==> config.mk <==
export PLATFORM = sky130hd
export DESIGN_NAME = resistor_ladder_button_decoder_unit_flat
export DESIGN_NICKNAME = d
export VERILOG_FILES = /design/src/design/rlbd_pkg.sv /design/src/design/rlbd_sample_if.sv /design/src/design/rlbd_event_if.sv /design/src/design/resistor_ladder_button_decoder_unit.sv /design/src/flat_wrapper.sv
export VERILOG_INCLUDE_DIRS = /design/src /design/src/design
export SDC_FILE = /design/constraint.sdc
export NUM_CORES = 1
export LEC_CHECK = 0
export BUFFER_PORTS_ARGS = -buffer_cell sky130_fd_sc_hd__buf_2
export CAP_MARGIN = 20
export CORE_UTILIZATION = 50
export CTS_CLUSTER_SIZE = 20
export DETAILED_ROUTE_END_ITERATION = 8
export PLACE_DENSITY = 0.67
export SETUP_SLACK_MARGIN = 0.02
export SKIP_CTS_REPAIR_TIMING = 1
export SYNTH_ARGS = -nofsm -noshare
export SYNTH_HDL_FRONTEND = slang
export SYNTH_SLANG_ARGS = --single-unit
==> constraint.sdc <==
create_clock -name clk -period 6.6 [get_ports clk]
set_input_delay 0.99 -clock clk [delete_from_list [all_inputs] [get_ports clk]]
set_output_delay 0.99 -clock clk [all_outputs]
set_load 0.05 [all_outputs]
==> src/design/assert_macros.svh <==
// ----------------------------------------------------------------------------
// assert_macros.svh
// Concurrent assertion macros for the design files
// ----------------------------------------------------------------------------
`ifndef ASSERT_MACROS_SVH
`define ASSERT_MACROS_SVH

// antecedent in one cycle implies consequent in the same cycle
`define ASSERT_IMPLIES(label, clk, rst_n, ante, cons) \
    label: assert property (@(posedge clk) disable iff (!rst_n) (ante) |-> (cons)) \
        else $error("assertion failed");

// antecedent in one cycle implies consequent in the next cycle
`define ASSERT_IMPLIES_NEXT(label, clk, rst_n, ante, cons) \
    label: assert property (@(posedge clk) disable iff (!rst_n) (ante) |=> (cons)) \
        else $error("assertion failed");

`endif

==> src/design/rlbd_pkg.sv <==
// ----------------------------------------------------------------------------
// rlbd_pkg
// Constants, field widths and reset tables of the resistor ladder decoder
// ----------------------------------------------------------------------------
package rlbd_pkg;

    // default configuration of the block
    localparam int NUM_BUTTONS_DEF = 4;
    localparam int SAMPLE_BITS_DEF = 10;

    // fixed field widths of the result word
    localparam int BUTTON_INDEX_BITS = 2;
    localparam int KEY_CODE_BITS     = 8;
    localparam int COUNT_BITS        = 4;

    // counter saturation and reset thresholds
    localparam logic [COUNT_BITS-1:0] STREAK_MAX    = 4'd15;
    localparam logic [COUNT_BITS-1:0] PRESS_RESET   = 4'd4;
    localparam logic [COUNT_BITS-1:0] RELEASE_RESET = 4'd4;

    // event kinds
    localparam logic KIND_PRESS   = 1'b0;
    localparam logic KIND_RELEASE = 1'b1;

    // reset contents of the button table, up to eight entries
    localparam int RESET_ENTRIES = 8;
    localparam logic [15:0] RESET_LOW  [RESET_ENTRIES] =
        '{16'd945, 16'd985, 16'd800, 16'd885, 16'd0, 16'd0, 16'd0, 16'd0};
    localparam logic [15:0] RESET_HIGH [RESET_ENTRIES] =
        '{16'd965, 16'd1020, 16'd830, 16'd915, 16'd0, 16'd0, 16'd0, 16'd0};
    localparam logic        RESET_TYPE [RESET_ENTRIES] =
        '{1'b1, 1'b1, 1'b1, 1'b1, 1'b0, 1'b0, 1'b0, 1'b0};
    localparam logic [7:0]  RESET_CODE [RESET_ENTRIES] =
        '{8'd201, 8'd200, 8'd118, 8'd110, 8'd0, 8'd0, 8'd0, 8'd0};

    // packed reset entry; fields may overlap for narrow samples, as in the packing
    function automatic logic [63:0] reset_entry(input int sample_bits, input int idx);
        logic [63:0] word;
        word = 64'(RESET_LOW[idx])
             | (64'(RESET_HIGH[idx]) << sample_bits)
             | (64'(RESET_TYPE[idx]) << (2 * sample_bits))
             | (64'(RESET_CODE[idx]) << (2 * sample_bits + 1));
        return word;
    endfunction

endpackage

==> src/design/rlbd_sample_if.sv <==
// ----------------------------------------------------------------------------
// rlbd_sample_if
// Valid/ready channel carrying one ADC sample word
// ----------------------------------------------------------------------------
interface rlbd_sample_if #(
    parameter int SAMPLE_BITS = rlbd_pkg::SAMPLE_BITS_DEF
);
    logic                   valid;
    logic                   ready;
    logic [SAMPLE_BITS-1:0] sample;

    modport source (output valid, output sample, input ready);
    modport sink   (input valid, input sample, output ready);
endinterface

==> src/design/rlbd_event_if.sv <==
// ----------------------------------------------------------------------------
// rlbd_event_if
// Valid/ready channel carrying one press or release event word
// ----------------------------------------------------------------------------
interface rlbd_event_if;
    logic                                   valid;
    logic                                   ready;
    logic                                   event_kind;
    logic [rlbd_pkg::BUTTON_INDEX_BITS-1:0] button_index;
    logic                                   output_type;
    logic [rlbd_pkg::KEY_CODE_BITS-1:0]     key_code;

    modport source (output valid, output event_kind, output button_index,
                    output output_type, output key_code, input ready);
    modport sink   (input valid, input event_kind, input button_index,
                    input output_type, input key_code, output ready);
endinterface

==> src/design/resistor_ladder_button_decoder_unit.sv <==
// ----------------------------------------------------------------------------
// resistor_ladder_button_decoder_unit
// Debounced button decoder for a resistor ladder sampled by an ADC
// ----------------------------------------------------------------------------
// Takes one ADC sample word per clock and emits a press event after
// press_count matching samples and a release event after release_count
// out-of-window samples of the held button. A sample is registered on
// acceptance, decoded by the window compares and streak logic, and the
// event is held in the output register, so a sample passes the input
// register and then the output register before its event appears; the
// window compare and counter update in the decode stage set the rate of one
// sample per clock, which holds as long as the event sink keeps its ready high.
module resistor_ladder_button_decoder_unit #(
    parameter int NUM_BUTTONS = rlbd_pkg::NUM_BUTTONS_DEF,
    parameter int SAMPLE_BITS = rlbd_pkg::SAMPLE_BITS_DEF,
    localparam int ENTRY_BITS = 2 * SAMPLE_BITS + 1 + rlbd_pkg::KEY_CODE_BITS,
    localparam int INDEX_BITS = $clog2(NUM_BUTTONS + 2),
    localparam int HELD_BITS  = (NUM_BUTTONS > 1) ? $clog2(NUM_BUTTONS) : 1
) (
    input  logic                  clk,
    input  logic                  rst_n,
    rlbd_sample_if.sink           samples,
    rlbd_event_if.source          events,
    input  logic                  wr_en,
    input  logic [INDEX_BITS-1:0] wr_index,
    input  logic [ENTRY_BITS-1:0] wr_data
);

`include "assert_macros.svh"

    localparam int CB = rlbd_pkg::COUNT_BITS;

    // configuration registers
    logic [ENTRY_BITS-1:0] entry_reg [NUM_BUTTONS];
    logic [CB-1:0]         press_count_reg;
    logic [CB-1:0]         release_count_reg;

    // input stage
    logic                   s1_valid_reg;
    logic [SAMPLE_BITS-1:0] s1_sample_reg;

    // decoder state
    logic                 holding_reg, holding_next;
    logic [CB-1:0]        streak_reg, streak_next;
    logic [HELD_BITS-1:0] held_reg, held_next;

    // output stage
    logic                                   out_valid_reg, out_valid_next;
    logic                                   out_kind_reg, out_kind_next;
    logic [rlbd_pkg::BUTTON_INDEX_BITS-1:0] out_index_reg, out_index_next;
    logic                                   out_type_reg, out_type_next;
    logic [rlbd_pkg::KEY_CODE_BITS-1:0]     out_code_reg, out_code_next;

    logic                   advance;
    logic                   emit;
    logic [NUM_BUTTONS-1:0] hit;
    logic                   any_hit;
    logic [HELD_BITS-1:0]   first_hit;
    logic [HELD_BITS-1:0]   emit_button;
    logic [CB-1:0]          streak_bump;

    // configuration writes, indexes beyond the list are dropped
    always_ff @(posedge clk or negedge rst_n)
    begin
        if (!rst_n)
        begin
            for (int b = 0; b < NUM_BUTTONS; b++)
            begin
                entry_reg[b] <= ENTRY_BITS'(rlbd_pkg::reset_entry(SAMPLE_BITS, b));
            end
            press_count_reg   <= rlbd_pkg::PRESS_RESET;
            release_count_reg <= rlbd_pkg::RELEASE_RESET;
        end
        else if (wr_en)
        begin
            for (int b = 0; b < NUM_BUTTONS; b++)
            begin
                if (wr_index == INDEX_BITS'(b))
                begin
                    entry_reg[b] <= wr_data;
                end
            end
            if (wr_index == INDEX_BITS'(NUM_BUTTONS))
            begin
                press_count_reg <= wr_data[CB-1:0];
            end
            if (wr_index == INDEX_BITS'(NUM_BUTTONS + 1))
            begin
                release_count_reg <= wr_data[CB-1:0];
            end
        end
    end

    // the decode stage moves when the output register is free or drains
    assign advance       = s1_valid_reg && (!out_valid_reg || events.ready);
    assign samples.ready = !s1_valid_reg || advance;

    // input register
    always_ff @(posedge clk or negedge rst_n)
    begin
        if (!rst_n)
        begin
            s1_valid_reg <= 1'b0;
        end
        else if (samples.ready)
        begin
            s1_valid_reg <= samples.valid;
        end
    end

    always_ff @(posedge clk)
    begin
        if (samples.valid && samples.ready)
        begin
            s1_sample_reg <= samples.sample;
        end
    end

    // window compares, strictly inside low and high
    always_comb
    begin
        for (int b = 0; b < NUM_BUTTONS; b++)
        begin
            hit[b] = (s1_sample_reg > entry_reg[b][SAMPLE_BITS-1:0])
                  && (s1_sample_reg < entry_reg[b][2*SAMPLE_BITS-1:SAMPLE_BITS]);
        end
    end

    // lowest-numbered matching window wins
    always_comb
    begin
        first_hit = '0;
        for (int b = NUM_BUTTONS - 1; b >= 0; b--)
        begin
            if (hit[b])
            begin
                first_hit = HELD_BITS'(b);
            end
        end
    end

    assign any_hit     = |hit;
    assign streak_bump = (streak_reg == rlbd_pkg::STREAK_MAX) ? rlbd_pkg::STREAK_MAX
                                                               : streak_reg + 1'b1;

    // debounce state update
    always_comb
    begin
        holding_next = holding_reg;
        streak_next  = streak_reg;
        held_next    = held_reg;
        emit         = 1'b0;
        emit_button  = held_reg;
        if (holding_reg)
        begin
            streak_next = hit[held_reg] ? '0 : streak_bump;
            if (streak_next >= release_count_reg)
            begin
                emit         = 1'b1;
                streak_next  = '0;
                holding_next = 1'b0;
            end
        end
        else if (any_hit)
        begin
            streak_next = streak_bump;
            emit_button = first_hit;
            if (streak_next >= press_count_reg)
            begin
                emit         = 1'b1;
                streak_next  = '0;
                holding_next = 1'b1;
                held_next    = first_hit;
            end
        end
        else
        begin
            streak_next = '0;
        end
    end

    always_ff @(posedge clk or negedge rst_n)
    begin
        if (!rst_n)
        begin
            holding_reg <= 1'b0;
            streak_reg  <= '0;
            held_reg    <= '0;
        end
        else if (advance)
        begin
            holding_reg <= holding_next;
            streak_reg  <= streak_next;
            held_reg    <= held_next;
        end
    end

    // result word fields
    always_comb
    begin
        out_valid_next = advance ? emit : (out_valid_reg && !events.ready);
        out_kind_next  = holding_reg ? rlbd_pkg::KIND_RELEASE : rlbd_pkg::KIND_PRESS;
        out_index_next = rlbd_pkg::BUTTON_INDEX_BITS'(emit_button);
        out_type_next  = entry_reg[emit_button][2*SAMPLE_BITS];
        out_code_next  = entry_reg[emit_button][ENTRY_BITS-1:2*SAMPLE_BITS+1];
    end

    // output register
    always_ff @(posedge clk or negedge rst_n)
    begin
        if (!rst_n)
        begin
            out_valid_reg <= 1'b0;
        end
        else
        begin
            out_valid_reg <= out_valid_next;
        end
    end

    always_ff @(posedge clk)
    begin
        if (advance && emit)
        begin
            out_kind_reg  <= out_kind_next;
            out_index_reg <= out_index_next;
            out_type_reg  <= out_type_next;
            out_code_reg  <= out_code_next;
        end
    end

    assign events.valid        = out_valid_reg;
    assign events.event_kind   = out_kind_reg;
    assign events.button_index = out_index_reg;
    assign events.output_type  = out_type_reg;
    assign events.key_code     = out_code_reg;

    // checks on the debounce state
    `ASSERT_IMPLIES_NEXT(a_press_enters_hold, clk, rst_n,
        advance && emit && !holding_reg, holding_reg && (streak_reg == '0))
    `ASSERT_IMPLIES_NEXT(a_release_leaves_hold, clk, rst_n,
        advance && emit && holding_reg, !holding_reg && (streak_reg == '0))
    `ASSERT_IMPLIES_NEXT(a_state_holds_without_word, clk, rst_n,
        !advance, $stable(holding_reg) && $stable(streak_reg) && $stable(held_reg))

endmodule

==> src/flat_wrapper.sv <==
// flat-port wrapper written by rule: the top's interface ports become plain ports
module resistor_ladder_button_decoder_unit_flat 
#(
    parameter int NUM_BUTTONS = rlbd_pkg::NUM_BUTTONS_DEF,
    parameter int SAMPLE_BITS = rlbd_pkg::SAMPLE_BITS_DEF,
    localparam int ENTRY_BITS = 2 * SAMPLE_BITS + 1 + rlbd_pkg::KEY_CODE_BITS,
    localparam int INDEX_BITS = $clog2(NUM_BUTTONS + 2),
    localparam int HELD_BITS  = (NUM_BUTTONS > 1) ? $clog2(NUM_BUTTONS) : 1
)
  (clk, rst_n, wr_en, wr_index, wr_data, samples_valid, samples_sample, samples_ready, events_valid, events_event_kind, events_button_index, events_output_type, events_key_code, events_ready);
  rlbd_sample_if #(.SAMPLE_BITS(SAMPLE_BITS)) samples_i ();
  rlbd_event_if events_i ();
  input  logic clk;
  input  logic rst_n;
  input  logic wr_en;
  input  logic [INDEX_BITS-1:0] wr_index;
  input  logic [ENTRY_BITS-1:0] wr_data;
  input wire logic [$bits(samples_i.valid)-1:0] samples_valid;
  input wire logic [$bits(samples_i.sample)-1:0] samples_sample;
  output wire logic [$bits(samples_i.ready)-1:0] samples_ready;
  output wire logic [$bits(events_i.valid)-1:0] events_valid;
  output wire logic [$bits(events_i.event_kind)-1:0] events_event_kind;
  output wire logic [$bits(events_i.button_index)-1:0] events_button_index;
  output wire logic [$bits(events_i.output_type)-1:0] events_output_type;
  output wire logic [$bits(events_i.key_code)-1:0] events_key_code;
  input wire logic [$bits(events_i.ready)-1:0] events_ready;
  assign samples_i.valid = samples_valid;
  assign samples_i.sample = samples_sample;
  assign samples_ready = samples_i.ready;
  assign events_valid = events_i.valid;
  assign events_event_kind = events_i.event_kind;
  assign events_button_index = events_i.button_index;
  assign events_output_type = events_i.output_type;
  assign events_key_code = events_i.key_code;
  assign events_i.ready = events_ready;
  resistor_ladder_button_decoder_unit #(.NUM_BUTTONS(NUM_BUTTONS), .SAMPLE_BITS(SAMPLE_BITS)) u_core (.clk(clk), .rst_n(rst_n), .samples(samples_i), .events(events_i), .wr_en(wr_en), .wr_index(wr_index), .wr_data(wr_data));
endmodule
Word-level counts from Yosys, hierarchy flattened
Index checks and enable logic that the tools add are counted.
- flip-flop bits (word level): 155
- input bits: 47
- output and inout bits: 14
- word-level logic and storage cells: 84
- $add $sub $neg: 1
- magnitude comparators: 12
- equality and inequality tests: 6
- muxes and demuxes: 25
- bitwise operators: 2
- reductions and logical operators: 22
- operator list (cell ; count):
    29-bit binary-select mux with 2-bit select ; 1
    29-bit two-way mux ; 2
    10-bit greater-than comparator ; 4
    10-bit less-than comparator ; 4
    4-bit two-way mux ; 6
    2-bit two-way mux ; 6
    2-bit AND reduction ; 6
    1-bit two-way mux ; 9
    4-bit greater-or-equal comparator ; 2
    1-bit logical AND ; 8
    3-bit by 2-bit equality test with 1-bit output, second input constant ; 2
    3-bit equality test, second input constant ; 2
    4-bit by 1-bit adder with 4-bit output, second input constant ; 1
    4-bit equality test, second input constant ; 1
    4-bit AND reduction ; 1
    4-bit OR reduction ; 1
    3-bit by 1-bit equality test with 1-bit output, second input constant ; 1
    3-bit greater-or-equal comparator, second input constant ; 1
    1-bit logical NOT ; 3
    3-bit logical NOT ; 1
    2-bit by 3-bit less-than comparator with 1-bit output, second input constant ; 1
    2-bit inverter with 3-bit output ; 1
    1-bit binary-select mux with 2-bit select ; 1
    1-bit logical OR ; 2
    1-bit inverter ; 1

Depth between registers and ports, before layout
Gate-level depths: netlist (run 1).
- depth after elaboration: 12
- gate-level depth with buffers: 17
- gate-level depth less buffers: 17

Worst setup path after synthesis (run 1)
OpenSTA, ideal clock, no wires.
- path type: reg-to-reg
- start point: register u_core.s1_sample_reg[3]
- end point: register u_core.out_index_reg, in the netlist u_core.events.button_index[0], enable pin
- library setup time: 380 ps
- arrival: 3707 ps
- data required time: 6220 ps
- setup slack: 2513 ps
- stages on the path, launching flop included: 17
- buffers on the path: 0
- clock period less this slack: 4087 ps
- cell sequence: edfxtp_1 -> ha_1 -> a21oi_2 -> o21ai_2 -> a2111oi_4 -> a31oi_1 -> and4_1 -> mux4_2 -> or2_1 -> ha_1 -> nand2b_1 -> a21o_1 -> a21o_1 -> a21oi_1 -> nor2_1 -> a21oi_1 -> nor2_1
- longest elaborated chain between the ends: 9
- elaborated cells on any way between the ends: 21
- those cells by class: order compare: 9; mux: 6; reduce/logical: 6
- ends and longest elaborated chain (element ; line ; RTL):
    from (decl) ; resistor_ladder_button_decoder_unit.sv:40 ; logic [SAMPLE_BITS-1:0] s1_sample_reg;
    from (signal assigned) ; resistor_ladder_button_decoder_unit.sv:115 ; s1_sample_reg <= samples.sample;
    10-bit greater-than comparator or 10-bit less-than comparator (tied branches) ; resistor_ladder_button_decoder_unit.sv:124, resistor_ladder_button_decoder_unit.sv:125 ;
    1-bit logical AND ; resistor_ladder_button_decoder_unit.sv:125 ; && (s1_sample_reg < entry_reg[b][2*SAMPLE_BITS-1:SAMPLE_BITS]);
    1-bit binary-select mux with 2-bit select ; resistor_ladder_button_decoder_unit.sv:156 ; streak_next = hit[held_reg] ? '0 : streak_bump;
    1-bit two-way mux (implied by the code) ; resistor_ladder_button_decoder_unit.sv:156 ;
    4-bit two-way mux ; resistor_ladder_button_decoder_unit.sv:156 ;
    4-bit greater-or-equal comparator ; resistor_ladder_button_decoder_unit.sv:157 ; if (streak_next >= release_count_reg)
    1-bit two-way mux ; resistor_ladder_button_decoder_unit.sv:157 ;
    1-bit two-way mux * ; resistor_ladder_button_decoder_unit.sv:154 ; if (holding_reg)
    1-bit logical AND * ; resistor_ladder_button_decoder_unit.sv:223 ; if (advance && emit)
    to (signal assigned) ; resistor_ladder_button_decoder_unit.sv:226 ; out_index_reg <= out_index_next;
    to (decl) ; resistor_ladder_button_decoder_unit.sv:50 ; logic [rlbd_pkg::BUTTON_INDEX_BITS-1:0] out_index_reg, out_index_next;
Every way passes the cells marked *; elsewhere a longest branch is shown, timed or not. The select of a mux whose other input is x is not followed.
A chain may end at the register's enable or synchronous reset.

Worst setup path after layout (run 1)
- start point: register u_core.s1_sample_reg[5]
- end point: register u_core.out_code_reg, in the netlist u_core.events.key_code[0], enable pin
- longest elaborated chain between the ends: 9
- elaborated cells on any way between the ends: 21
- those cells by class: order compare: 9; mux: 6; reduce/logical: 6
- ends and longest elaborated chain (element ; line ; RTL):
    10-bit greater-than comparator or 10-bit less-than comparator (tied branches) ; resistor_ladder_button_decoder_unit.sv:124, resistor_ladder_button_decoder_unit.sv:125 ;
    1-bit logical AND ; resistor_ladder_button_decoder_unit.sv:125 ;
    1-bit binary-select mux with 2-bit select ; resistor_ladder_button_decoder_unit.sv:156 ;
    1-bit two-way mux (implied by the code) ; resistor_ladder_button_decoder_unit.sv:156 ;
    4-bit two-way mux ; resistor_ladder_button_decoder_unit.sv:156 ;
    4-bit greater-or-equal comparator ; resistor_ladder_button_decoder_unit.sv:157 ;
    1-bit two-way mux ; resistor_ladder_button_decoder_unit.sv:157 ;
    1-bit two-way mux * ; resistor_ladder_button_decoder_unit.sv:154 ;
    1-bit logical AND * ; resistor_ladder_button_decoder_unit.sv:223 ;
    to (signal assigned) ; resistor_ladder_button_decoder_unit.sv:228 ; out_code_reg <= out_code_next;
    to (decl) ; resistor_ladder_button_decoder_unit.sv:52 ; logic [rlbd_pkg::KEY_CODE_BITS-1:0] out_code_reg, out_code_next;
Marks and branches as above.

==> impl_metrics.yaml, run 1 <==
global_route:
  use_met2_pct: 38.1
  grt_max_degree: 87
  use_met3_pct: 3.75
  grt_pass1_vias: 5866
  busiest_layer: "met2"
  track_usage_pct: 23.8
  grt_pass1_wl_mm: 30.1
  grt_antenna_before_repair: 0
  grt.overflow.total: 0
  grt_use_met1_pct: 32.3
layout:
  drive_above_1_share_pct: 30.7
  nNetsFinal: 936
  largest_register_ffs: 116
  syn_to_final_growth_pct: 13.9
  antennaDiodeCount: 0
die:
  core_um2: 16000
  die_x_um: 131
  rows: 46
  dieArea_um2: 17100
  boundaryPins: 61
  start_util_pct: 51.7
  die_y_um: 131
worst_setup_path:
  crit_cells: 16
  cp_max_fo: 12
  critPathKind: "register to register"
  ff2ff_path_depth: 16
  crit_slowest_cell: "nor2_1"
  worst_path_most_repeated_cell: "a21oi_1"
  required_ns: 6.65
  cp.buffers_inverters: 0
  crit_path_end_kind: "register"
  critical_path_arrival_ns: 4.78
  cpPeakStageDelay_ns: 0.81
  crit_family: "simple AND/OR/NAND/NOR gates"
  path_cells: "ha_1, a21oi_1, o21ai_1, a2111oi_2, a31oi_1, and4_1, mux4_2, or2_1, ha_1, nand2b_1, a21o_1, a21o_1, a21oi_1, nor2_1, a21oi_1, nor2_1"
  start_kind: "register"
yosys:
  synthTopCellsByCount: "inv_1, ha_1, dfstp_2, nand2_1, mux2_2"
  synth_largest_area_cell: "dfstp_2"
  syn_inst: 740
  synthAdderAreaFrac_pct: 12.9
  ys_types: 53
  yosys_register_bits: 155
  synthTopCellsByArea: "dfstp_2, dfrtp_1, ha_1"
  yosys.area_share.simple_pct: 8.58
  seq_area_frac_synth_pct: 49.3
  synth_top_family_by_area: "adder cells"
  synth_compound_area_share_pct: 10.9
  synth_mux_area_share_pct: 12.8
  synth_area_um2: 8270
  synthArstFlopShare_pct: 85.8
  synth_xor_area_share_pct: 0
  ys.warnings.count: 0
  synth_edf_count: 22
  synth_top_area_share_pct: 23.2
  synth-main-ff-cell: "dfstp_2"
  syn_avg_cell_area_um2: 11.2
  yosysMostFrequentCell: "inv_1"
  syn-num-nets: 872
sta:
  setup_violations: 0
  rsz0062_at_grt: "false"
  fmax_mhz: 211
  slew_headroom_pct: 29.2
  tightest_slew_ns: 1.06
  timing.setup.tns_ns: 0
  final.period_utilization_pct: 71.7
  skew_ns: 0.00677
  layout_min_cycle_time_ns: 4.73
  slew_viol_final: 0
  hold_violations: 0
min_path:
  min_path_cells: 1
  worstHoldPathType: "register to register"
power:
  vdd_ir_drop_max_uv: 204
  p_per_area_nw_per_um2: 369
  finalPower_mw: 3.48
  power.leakage_nw: 4.30
drt:
  dr.pass1.iters: 4
  avgRoutedWirePerCell_um: 17.9
  vias_per_cell: 5.48
  drc_errors: 0
  drtIter0Drc: 295
  vias: 5657
  drt.antenna.violating_nets: 0
  drt-total-wl_mm: 18.5
clocking:
  cts_buffers: 17
  insertion_delay_ns: 0.43
  htreeDepth: 4
  clock_sinks: 155
  cts_tree: "yes"
  clk_pin_slew_worst_paths_ns: 0.06
  cts_root_buf: "clkbuf_16"
  clk_path_buf_depth: 2
placed_design:
  hpwl_mm: 13.2
  place.port_buffers: 60
  finalWeightedCongestion: 0.904
run_status:
  status: "finished, final reports clean"
job:
  maxCapViolCount: 0
==> cell usage in the layout (no fill, tap or decap), drive strengths merged, types with 2 or more instances in the layout <==
cell type,count
a2111oi,2
mux2,67
a21oi,28
dfrtp,60
buf,67
a211oi,5
nand4b,2
or2,3
and3,2
nor3,3
a21o,15
inv,98
a31oi,6
clkinv,2
nand3,6
and2,2
clkinvlp,3
ha,85
nor3b,4
and4,7
nor2b,4
edfxtp,22
clkbuf,19
dfstp,73
o221a,2
nand4,14
mux2i,28
bufinv,2
nor2,10
o21ai,75
nand2,72
o21a,2
a211o,3
nand2b,12
==> worst paths after layout <==
| kind | from | endpoint | slack (ns) |
|---|---|---|---|
| min in group asynchronous | rst_n | u_core.entry_reg[3] | 0.55 |
| setup / recovery | u_core.s1_sample_reg[5] | u_core.events.key_code[0] | 1.87 |
| max in group asynchronous | rst_n | u_core.entry_reg[21] | 5.01 |
| setup reg to reg | u_core.s1_sample_reg[5] | u_core.events.key_code[0] | 1.87 |
| hold / removal | u_core.entry_reg[16] | u_core.entry_reg[16] | 0.51 |
| hold reg to reg | u_core.entry_reg[16] | u_core.entry_reg[16] | 0.51 |
==> per-stage QoR <==
step | area (um2) | cells | utilization [%] | setup slack, ns | hold WS [ns]
after floorplan | 8270 | 740 | - | 2.51 | 0.423
after global placement | 8790 | 1000 | 55.0 | 1.98 | 0.487
after detailed placement | 8790 | 1000 | 55.0 | 1.87 | 0.496
after CTS | 9400 | 1032 | 58.7 | 1.86 | 0.511
after global routing | 9420 | 1033 | 58.9 | 1.51 | 0.524
final | 9420 | 1033 | 58.9 | 1.87 | 0.508
==> cell type report <==
cell class | count | area [um2]
multi-input cells | 471 | 3750
flip-flops and latches | 155 | 4080
repair buffers | 67 | 375
inverters | 92 | 345
well taps | 216 | 270
fillers | 1400 | 6580
clock inverters | 13 | 158
clock buffers | 19 | 443
==> metal layers <==
metal / wire length [um] / vias to the layer above
met1: 8670 / 2781
met4: 460 / 0
met2: 8700 / 121
li1: - / 2727
met3: 640 / 28
met5: 0 / -
==> power by group <==
group | switching, mW | total (mW) | leakage (nW) | internal [mW]
registers | 0.107 | 1.38 | 1.70 | 1.28
logic | 0.639 | 1.10 | 2.32 | 0.464
clock network | 0.418 | 0.996 | 0.285 | 0.578
total | 1.16 | 3.48 | 4.30 | 2.32
==> cell families (layout without fill, tap and decap cells) <==
| kind of cell | count (synthesis) | in the layout |
|---|---|---|
| buffers and inverters | 114 | 191 |
| flip-flops | 155 | 155 |
| adder cells (fa/ha/maj) | 85 | 85 |
| AND/OR/NAND/NOR | 143 | 143 |
| multiplexers | 96 | 96 |
| AO/OA/AOI/OAI | 147 | 147 |
Power figures use the tool's default switching activity.
==> run 2: changes to the inputs <==
--- a/config.mk
+++ b/config.mk
@@ -6,12 +6,13 @@
 export SDC_FILE = /design/constraint.sdc
 export NUM_CORES = 1
 export LEC_CHECK = 0
+export ABC_AREA = 1
 export BUFFER_PORTS_ARGS = -buffer_cell sky130_fd_sc_hd__buf_2
 export CAP_MARGIN = 20
 export CORE_UTILIZATION = 50
 export CTS_CLUSTER_SIZE = 20
 export DETAILED_ROUTE_END_ITERATION = 8
-export PLACE_DENSITY = 0.67
+export PLACE_DENSITY = 0.7
 export SETUP_SLACK_MARGIN = 0.02
 export SKIP_CTS_REPAIR_TIMING = 1
 export SYNTH_ARGS = -nofsm -noshare
==> constraint.sdc (replaced) <==
create_clock -name clk -period 4 [get_ports clk]
set_input_delay 0.6 -clock clk [delete_from_list [all_inputs] [get_ports clk]]
set_output_delay 0.6 -clock clk [all_outputs]
set_load 0.05 [all_outputs]
==> run 2 against run 1 <==
  * Cell count rose by 28%
  * Clock power rose by 56%
  * Clock skew rose by 0.0024 ns
  * Global-route usage fell by 0.74 points
  * Fmax rose by 33%
  * Setup slack got worse by 1.4 ns
  * Register-to-register slack got worse by 1.4 ns
  * Sequential cell count did not move
  * Sequential share of layout area fell by 1.9 points
  * Cell area rose by 4.5%
  * Hold slack got worse by 0.23 ns
  * Synthesized cell count rose by 39%
  * Critical endpoint is now u_core.events.button_index[0]
  * Largest cell class unchanged
  * Highest routed layer unchanged
==> impl_metrics.yaml, run 2 <==
clocking:
  clk_pin_slew_worst_paths_ns: 0.06
  cts_buffers: 17
  htreeDepth: 4
  cts_tree: "yes"
  clk_path_buf_depth: 2
  clock_sinks: 155
  insertion_delay_ns: 0.43
  cts_root_buf: "clkbuf_16"
global_route:
  grt_antenna_before_repair: 2
  grt_pass1_wl_mm: 32.0
  grt_pass1_vias: 6429
  grt_max_degree: 67
  grt.overflow.total: 0
  track_usage_pct: 23.1
power:
  power.leakage_nw: 4.94
  vdd_ir_drop_max_uv: 340
  p_per_area_nw_per_um2: 630
die:
  core_um2: 16800
  die_y_um: 134
  die_x_um: 134
  dieArea_um2: 18000
  start_util_pct: 51.9
  rows: 47
  boundaryPins: 61
drt:
  avgRoutedWirePerCell_um: 14.5
  drc_errors: 0
  dr.pass1.iters: 5
  drtIter0Drc: 496
  drt.antenna.violating_nets: 0
  vias: 6612
  drt-total-wl_mm: 19.3
  vias_per_cell: 4.99
worst_setup_path:
  cpPeakStageDelay_ns: 0.55
  critPathKind: "register to register"
  start_kind: "register"
  crit_path_end_kind: "register"
  path_cells: "ha_1, nand2_1, nor2_1, nand2_1, nor2_1, nor2_1, nand3_2, nor2_1, o21ai_2, inv_1, nor2_1, ha_1, a21oi_1, nand3_1, nand2_1, inv_1, nand2_1, nand2_1"
  cp_max_fo: 12
  required_ns: 4.07
  cp.buffers_inverters: 2
  critical_path_arrival_ns: 3.62
  crit_slowest_cell: "edfxtp_1"
  crit_family: "simple AND/OR/NAND/NOR gates"
  rrSetupSlack_ns: 0.44
yosys:
  synthTopCellsByArea: "dfstp_2, dfrtp_1, ha_1"
  ys_types: 32
  syn_avg_cell_area_um2: 8.46
  synthTopCellsByCount: "nand2_1, inv_1, o21ai_0, ha_1, dfstp_2"
  synthArstFlopShare_pct: 85.8
  synth-main-ff-cell: "dfstp_2"
  syn_inst: 1031
  synth_top_area_share_pct: 22.0
  synthAdderAreaFrac_pct: 12.2
  seq_area_frac_synth_pct: 46.8
  syn-num-nets: 1163
  synth_largest_area_cell: "dfstp_2"
  yosys_register_bits: 155
  yosys.area_share.simple_pct: 20.9
  synth_xor_area_share_pct: 0
  ys.warnings.count: 0
  synth_edf_count: 22
  synth_compound_area_share_pct: 10.5
  synth_top_family_by_area: "simple AND/OR/NAND/NOR gates"
  synth_mux_area_share_pct: 0
  synth_area_um2: 8720
  yosysMostFrequentCell: "nand2_1"
layout:
  nNetsFinal: 1222
  drive_above_1_share_pct: 20.1
  multiInputGateArea_um2: 3820
  largest_register_ffs: 116
  final_util_pct: 58.5
  layout_commonest_cell: "nand2_1"
  final_cell_mix: "nand2_1, inv_1, o21ai_0, ha_1, dfstp_2"
  fillers: 1510
  syn_to_final_growth_pct: 12.8
  ff_latch_area_um2: 4080
sta:
  hold_violations: 0
  slew_viol_final: 0
  timing.setup.tns_ns: 0
  rsz0062_at_grt: "false"
  tightest_slew_ns: 0.847
  final.period_utilization_pct: 88.9
  slew_headroom_pct: 43.6
  skew_ns: 0.00920
  setup_violations: 0
  fmax_mhz: 281
  layout_min_cycle_time_ns: 3.56
run_status:
  status: "finished, final reports clean"
min_path:
  worstHoldPathType: "input pin to async pin"
placed_design:
  place.port_buffers: 60
  finalWeightedCongestion: 0.824
  hpwl_mm: 13.3
job:
  maxCapViolCount: 0
==> run 2: changes by cell type after synthesis, sizes merged, moves of 6 or more <==
cell    change
nand2     +204
inv        +97
mux2       -67
o21ai      +56
nand3      +51
nor2       +41
mux2i      -28
nand2b     -12
a21o       -10
nand4       -9
clkbuf      +8
nand3b      +8
and4        -7
a31oi       -6
==> run 2: power by group <==
part / leakage, nW / switching [mW] / total (mW) / internal (mW)
Clock: 0.275 / 0.662 / 1.55 / 0.892
Sequential: 1.73 / 0.211 / 2.33 / 2.12
Combinational: 2.93 / 1.55 / 2.31 / 0.759
==> run 2: through the flow <==
stage | total power [mW] | hold WS (ns) | instance area (um2) | cells | setup slack (ns)
finish | 6.20 | 0.276 | 9850 | 1325 | 0.444
global route | 6.65 | 0.334 | 9850 | 1325 | 0.0729
CTS | 6.22 | 0.304 | 9800 | 1321 | 0.281
detailed placement | 4.64 | 0.468 | 9220 | 1289 | 0.353
global placement | 4.58 | 0.460 | 9220 | 1289 | 0.478
floorplan | 4.10 | 0.304 | 8720 | 1031 | 0.931
==> run 2: cells by family (layout without fill, tap and decap cells) <==
group                    count (synthesis)  in the layout
adder cells (fa/ha/maj)                 85             85
buffers and inverters                  216            288
flip-flops                             155            155
AND/OR/NAND/NOR                        399            399
other                                    0              2
AO/OA/AOI/OAI                          176            176
==> run 2: worst paths after layout <==
path,startpoint,to,depth (start not counted)
max,u_core.s1_sample_reg[5],u_core.events.button_index[0],18
min,rst_n,u_core.entry_reg[39],1
max reg2reg,u_core.s1_sample_reg[5],u_core.events.button_index[0],18
min reg2reg,u_core.entry_reg[113],u_core.entry_reg[113],2
max in group asynchronous,rst_n,u_core.entry_reg[51],2
min in group clk,samples_sample[2],u_core.s1_sample_reg[2],1
==> run 2: worst register-to-register path: stages, from the launching register on <==
cell and delay, ns:
edfxtp_1 0.55, ha_1 0.38, nand2_1 0.08, nor2_1 0.16, nand2_1 0.07, nor2_1 0.09
nor2_1 0.07, nand3_2 0.10, nor2_1 0.06, o21ai_2 0.27, inv_1 0.12, nor2_1 0.13
ha_1 0.28, a21oi_1 0.19, nand3_1 0.12, nand2_1 0.07, inv_1 0.06, nand2_1 0.07
nand2_1 0.32
==> run 2: area by class of cell <==
type	instances	area share, %
antenna	2	0.0508
inverter	189	7.21
clock buffer	22	5.05
tap	220	2.80
sequential	155	41.4
clock inverter	10	0.788
timing repair buffer	67	3.86
multi-input combinational	660	38.8
==> run 2: per-layer routing <==
metal	wire [um]	track usage, %	vias up
li1	-	-	3397
met3	616	3.93	25
met4	379	9.11	0
met5	0	0	-
met2	8750	35.6	108
met1	9510	32.3	3082
